$ cat src/hdl/npc_pkg.sv
`default_nettype none
package npc_pkg;
    localparam int PALETTE_ENTRIES = 256;
    localparam int IDX_W = 8;
    localparam int DIST_W = 18;
    localparam logic KIND_WRITE = 1'b0;
    localparam logic KIND_QUERY = 1'b1;

    typedef struct packed {
        logic [7:0] red;
        logic [7:0] green;
        logic [7:0] blue;
    } rgb_t;

    // Search token passed from cell to cell.
    typedef struct packed {
        logic              active;
        logic              last;
        rgb_t              query;
        logic [DIST_W-1:0] best_dist;
        logic [IDX_W-1:0]  best_idx;
    } token_t;

    function automatic logic [15:0] sq_diff(input logic [7:0] a, input logic [7:0] b);
        logic [7:0] d;
        d = (a > b) ? (a - b) : (b - a);
        return 16'(d * d);
    endfunction

    function automatic logic [7:0] expand5(input logic [4:0] c);
        return {c, 3'b100};
    endfunction
endpackage
`default_nettype wire

$ cat src/hdl/npc_cell.sv
`default_nettype none
module npc_cell (
    input  wire logic            clk,
    input  wire logic            rst_n,
    input  wire logic            wr_en,
    input  wire npc_pkg::rgb_t   wr_data,
    input  wire logic [7:0]      cell_idx,
    input  wire npc_pkg::token_t tok_in,
    output npc_pkg::token_t      tok_out
);
    import npc_pkg::*;

    rgb_t              entry_reg;
    token_t            tok_reg;
    logic [DIST_W-1:0] cur_dist;
    logic              take;

    // Palette entry held by this cell.
    always_ff @(posedge clk or negedge rst_n)
    begin
        if (!rst_n)
            entry_reg <= '0;
        else if (wr_en)
            entry_reg <= wr_data;
    end

    // Distance to the query and running minimum; strict less keeps the lowest index.
    always_comb
    begin
        cur_dist = DIST_W'(sq_diff(tok_in.query.red, entry_reg.red))
                 + DIST_W'(sq_diff(tok_in.query.green, entry_reg.green))
                 + DIST_W'(sq_diff(tok_in.query.blue, entry_reg.blue));
        take = (cell_idx == '0) || (cur_dist < tok_in.best_dist);
    end

    // Token handed on to the next cell.
    always_ff @(posedge clk or negedge rst_n)
    begin
        if (!rst_n)
            tok_reg <= '0;
        else
        begin
            tok_reg.active <= tok_in.active;
            tok_reg.last   <= tok_in.last;
            tok_reg.query  <= tok_in.query;
            if (take)
            begin
                tok_reg.best_dist <= cur_dist;
                tok_reg.best_idx  <= cell_idx;
            end
            else
            begin
                tok_reg.best_dist <= tok_in.best_dist;
                tok_reg.best_idx  <= tok_in.best_idx;
            end
        end
    end

    assign tok_out = tok_reg;
endmodule
`default_nettype wire

$ cat config.mk
export PLATFORM = sky130hd
export DESIGN_NAME = npc_cell
export DESIGN_NICKNAME = d
export VERILOG_FILES = /design/src/hdl/npc_pkg.sv /design/src/hdl/npc_cell.sv
export SDC_FILE = /design/constraint.sdc
export NUM_CORES = 1
export LEC_CHECK = 0
export ABC_AREA = 1
export BUFFER_PORTS_ARGS = -buffer_cell sky130_fd_sc_hd__buf_4
export CAP_MARGIN = 20
export CELL_PAD_IN_SITES_DETAIL_PLACEMENT = 1
export CELL_PAD_IN_SITES_GLOBAL_PLACEMENT = 1
export CORE_MARGIN = 2
export CORE_UTILIZATION = 49
export CTS_BUF_LIST = sky130_fd_sc_hd__clkbuf_8 sky130_fd_sc_hd__clkbuf_16
export CTS_CLUSTER_SIZE = 24
export DETAILED_ROUTE_END_ITERATION = 8
export HOLD_SLACK_MARGIN = 0.05
export PLACE_DENSITY_LB_ADDON = 0.12
export SETUP_SLACK_MARGIN = 0.05
export SLEW_MARGIN = 25
export SYNTH_ARGS = -nofsm -noshare
export SYNTH_HDL_FRONTEND = slang
export SYNTH_SLANG_ARGS = --single-unit
export TNS_END_PERCENT = 30
$ cat constraint.sdc
create_clock -name clk -period 14 [get_ports clk]
set_input_delay 1.4 -clock clk [delete_from_list [all_inputs] [get_ports clk]]
set_output_delay 1.4 -clock clk [all_outputs]
set_load 0.005 [all_outputs]
# Word level (Yosys, flattened, before mapping)
# Index checks and enable logic that the tools add are counted.
[totals] register_bits=76 out_inout_bits=52
[op_classes] n_addsub=8 reduce_logical=2 mul=3 muxes=4 n_lt_le_gt_ge=4
[op_table] cell="$mul 8x8->16" count=3
[op_table] cell="$sub 8x8->8" count=6
[op_table] cell="$mux 26" count=1
[op_table] cell="$gt 8x8->1" count=3
[op_table] cell="$mux 8" count=3
[op_table] cell="$add 17x16->18" count=1
[op_table] cell="$lt 18x18->1" count=1
[op_table] cell="$add 16x16->17" count=1
[op_table] cell="$logic_not 8->1" count=1
[op_table] cell="$logic_or 1x1->1" count=1

# Logic depth before layout (Yosys ltp)
[logic_depth] ltp_word=8 depth_mapped=48

# Least setup slack after synthesis
# OpenSTA, ideal clock, no wires.
[synth_timing] path_kind="input port to flip-flop" from="input port tok_in[26] (netlist bit)" to="register tok_reg (netlist bit tok_out[10])" required_ns=13.934 t_arrival_ns=8.809 cell_stages=42 setup_slack_ns=5.126 setup_time_ns=0.066 path_cell_list="inv_1 ha_1 inv_1 fa_1 inv_1 o21ai_2 nand2_1 nand2_2 nand2_4 o21ai_0 nand2_1 inv_2 nand2_1 fa_1 fa_1 fa_1 inv_1 fa_1 (+6 left out) a21oi_1 nand2_1 nand2_1 nand2_1 nand2_1 nand2_1 xor2_1 ha_1 nand2_1 inv_1 o21ai_0 a21oi_1 nor2_1 nand3_2 nand2_2 buf_2 nand2_1 nand2_1"
[synth_via] elab_chain_len=7 elab_cells_between_ends=9
[synth_lines] item="from (decl)" line="npc_cell.sv:8" source="input wire npc_pkg::token_t tok_in,"
[synth_lines] item="$sub 8x8->8 or $gt 8x8->1 (tied branches)" line="npc_pkg.sv:26" source="d = (a > b) ? (a - b) : (b - a);"
[synth_lines] item="$mux 8 (*)" line="npc_pkg.sv:26"
[synth_lines] item="$mul 8x8->16 (*)" line="npc_pkg.sv:27" source="return 16'(d * d);"
[synth_lines] item="$add 17x16->18 (*)" line="npc_cell.sv:32" source="+ DIST_W'(sq_diff(tok_in.query.blue, entry_reg.blue));"
[synth_lines] item="$lt 18x18->1" line="npc_cell.sv:33" source="take = (cell_idx == '0) || (cur_dist < tok_in.best_dist);"
[synth_lines] item="$logic_or 1x1->1" line="npc_cell.sv:33"
[synth_lines] item="$mux 26 (*)" line="npc_cell.sv:46" source="if (take)"
[synth_lines] item="to (decl)" line="npc_cell.sv:14" source="token_t tok_reg;"
# Every way passes the cells marked *; elsewhere a longest branch is shown, timed or not.
# A chain may end at the register's enable or synchronous reset.

# Worst setup path after layout
[layout_timing] from="input port tok_in[26] (netlist bit)" to="register tok_reg (netlist bit tok_out[1])"
[layout_via] elab_chain_len=7 elab_cells_between_ends=9
[layout_lines] item="$sub 8x8->8 or $gt 8x8->1 (tied branches)" line="npc_pkg.sv:26"
[layout_lines] item="$mux 8 (*)" line="npc_pkg.sv:26"
[layout_lines] item="$mul 8x8->16 (*)" line="npc_pkg.sv:27"
[layout_lines] item="$add 17x16->18 (*)" line="npc_cell.sv:32"
[layout_lines] item="$lt 18x18->1 (*)" line="npc_cell.sv:33"
[layout_lines] item="$logic_or 1x1->1 (*)" line="npc_cell.sv:33"
[layout_lines] item="$mux 26 (*)" line="npc_cell.sv:46"
# Marked as above.

==> key figures <==
Status
  – Outcome: completed

Setup path
  – Crit Path Max Fanout: 27
  – Worst R2R Path Depth: 38
  – Crit-path most repeated cell: nand2_1
  – Worst setup path end: tok_out[1]$_DFF_PN0_
  – Worst setup path start: tok_in[26]
  – CP startpoint kind: primary input
  – CP Class: primary input to flop
  – RR Endpoint: tok_out[1]$_DFF_PN0_
  – CP max stage cell: nand2_2
  – Required time of the critical path: roughly 14000 ps
  – CP Data Arrival Time: ~11000 ps
  – Reg2reg start: entry_reg[2]$_DFFE_PN0P_
  – Critical path endpoint category: flop
  – Crit path largest cell delay: approximately 630 ps
  – Worst reg2reg setup slack: 4400 ps

Layout
  – Layout cells sized above 1: around 14%
  – NumNets Final: ~1900
  – Fill cell total of the finished layout: about 2800
  – Register area: approximately 1900 sq um
  – Largest register FFs: 52
  – Most frequent cells in the layout: 340 x inv_1, 301 x nand2_1, 141 x ha_1
  – Syn-to-layout area delta: 14.4%
  – Area occupied by multi-input gates: around 8000 sq um
  – Fin cells: 1813
  – Diode count: 0
  – Share of the core filled with cells: a little under three fifths
  – Most common cell after layout, fill and taps aside: inv_1

Global route
  – First-pass GRT wire length: about 51 mm
  – Vias in the first global route: 10500
  – Gr usage total: a little over a quarter
  – Initial antenna violation count: 0
  – Largest net degree at the start of global routing: just under 80
  – Global route total overflow: 0

Timing
  – FMAX: around 96 MHz
  – # setup viols final: 0
  – Worst-Margin Slew: between 900 and 1000 ps
  – Slew HR: roughly two fifths
  – Final min period: between 10000 and 15000 ps
  – RSZ-0062 raised after global routing: no
  – Sum Neg Setup Slack: 0 ps
  – Final Max Tran Viols: 0
  – Fin. Hold Viols: 0
  – Setup Skew: 14.8 ps
  – Post-route setup slack: between 3000 and 4000 ps
  – Crit share post-route: 74.6%

Detailed routing
  – Drt drc: 0
  – Final wirelength: approximately 29 mm
  – TritonRoute pass-1 iters: 5
  – ANT nets after route: 0
  – Iter 0 DRT Violations: 345
  – Per-cell routed wire length: 16.2 um
  – Via density: 5.08
  – Total vias in the final route: 9205

Placed design
  – IO buf count: ~140
  – Placed cells: between 1500 and 2000
  – Dpl hpwl: roughly 25 mm
  – Setup WS pre-CTS: around 3300 ps
  – Placer Congestion: 0.893

CTS
  – CTS tree: built
  – Clk Latency, worst-skew pair: about 350 ps
  – Buffer depth of the longest clock path: 2
  – Setup Buffers After CTS: 0
  – CTS H-tree lvls: 3
  – CTS buffer count: 9
  – Clock Tree Root: clkbuf_16
  – Clock sinks: between 70 and 80
  – Cts repair resizes: 0
  – Clock transition at the registers of the reported paths: ~70 ps
  – Count of hold buffers inserted by post-cts repair: 0

Floorplan
  – Initial Util: slightly below 50%
  – Die height: about 150 um
  – IO Count: 139
  – Core Box Area: approximately 22000 sq um
  – Die Area: roughly 24000 sq um
  – Die width: roughly 150 um
  – Row Count: 55

Logic synthesis
  – Post-synth net total: about 1800
  – Syn Inst Count: about 1400
  – YS warnings: 0
  – Dominant cells by area after synthesis: fa_1 25%, dfrtp_1 17%, ha_1 16%, inv_1 12%, nand2_1 10%
  – Largest area contributor in the netlist: fa_1
  – Synth cell types: 39
  – Sequential area share after synthesis: 17.2%
  – Post-Syn Area: approximately 11000 sq um
  – Synth top area share: 25.1%
  – Mean Syn Cell Area: between 7 and 8 sq um
  – Synthesis-stage register bit count: between 70 and 80

Hold path
  – Type of the most critical hold path: flop to flop

Job
  – Max-cap violations: 0
-- kinds of logic after synthesis --
| family | after synthesis | share of synthesized area (%) |
|---|---|---|
| adders and majority gates | 280 | 41.0 |
| buffers and inverters | 370 | 12.8 |
| DFF | 76 | 17.2 |
| xor gates and xnor gates | 29 | 2.29 |
| and+or+nand+nor | 529 | 20.9 |
| AOI/OAI and AO/OA | 109 | 5.87 |
-- final cells by class --
class	count	area share (%)
clock buffers	9	1.78
clock inverters	6	0.513
inverters	352	10.4
multi-input cells	947	61.3
flip-flops and latches	76	15.0
well taps	285	2.81
repair buffers	138	8.20
-- cell usage after synthesis --
cell	count
ha_1	141
a21boi_1	1
nand3_2	2
or2_1	2
o21ai_4	3
nand3_1	68
fa_1	139
inv_1	340
nor4_1	2
buf_6	1
inv_4	1
a21o_1	3
o21bai_1	6
o21ai_2	1
nand2_4	9
o21a_1	9
nor2_1	91
dfrtp_1	76
inv_2	11
nor2_4	3
a21oi_4	1
buf_2	7
nor3_1	1
or2_2	2
xnor2_1	6
nand2_2	22
nand4_2	1
o21ai_1	1
nand4_1	15
a21oi_1	42
nor2_2	9
o21ai_0	39
nand2b_1	1
clkbuf_1	7
a21oi_2	1
buf_4	3
o211ai_1	2
nand2_1	301
xor2_1	23
-- critical path: cells and delay by family --
kind / cells / cell delay (ps)
AOI/OAI and AO/OA: 4 / 450
xor gates and xnor gates: 1 / 230
adders and majority gates: 11 / 4870
buffers and inverters: 9 / 700
and+or+nand+nor: 17 / 3050
-- metal layers --
metal | global-route usage [%] | vias up | part of all wire [%]
met5 | 0 | - | 0
met4 | 6.26 | 0 | 1.7
met3 | 2.80 | 43 | 3.0
met2 | 49.2 | 141 | 52
met1 | 33.1 | 4591 | 43
li1 | - | 4430 | -
-- how the worst min path moves through the flow --
| stage | from | end | slack [ps] | depth (start not counted) |
|---|---|---|---|---|
| after floorplan | entry_reg[15]$_DFFE_PN0P_ | entry_reg[15]$_DFFE_PN0P_ | 490 | 2 |
| after global placement | entry_reg[23]$_DFFE_PN0P_ | entry_reg[23]$_DFFE_PN0P_ | 510 | 2 |
| after detailed placement | entry_reg[15]$_DFFE_PN0P_ | entry_reg[15]$_DFFE_PN0P_ | 530 | 2 |
| after CTS | entry_reg[15]$_DFFE_PN0P_ | entry_reg[15]$_DFFE_PN0P_ | 540 | 2 |
| after global routing | entry_reg[23]$_DFFE_PN0P_ | entry_reg[23]$_DFFE_PN0P_ | 570 | 2 |
| final | entry_reg[15]$_DFFE_PN0P_ | entry_reg[15]$_DFFE_PN0P_ | 540 | 2 |
-- metrics by stage --
step,area (sq um),hold slack (ps)
after floorplan,11100,494
after global placement,12400,512
after detailed placement,12400,526
after CTS,12700,544
after global routing,12700,570
final,12700,537
Power is left out: the tool's default activity adds up to more than one toggle a clock period on the data nets, which glitch-free logic cannot reach.
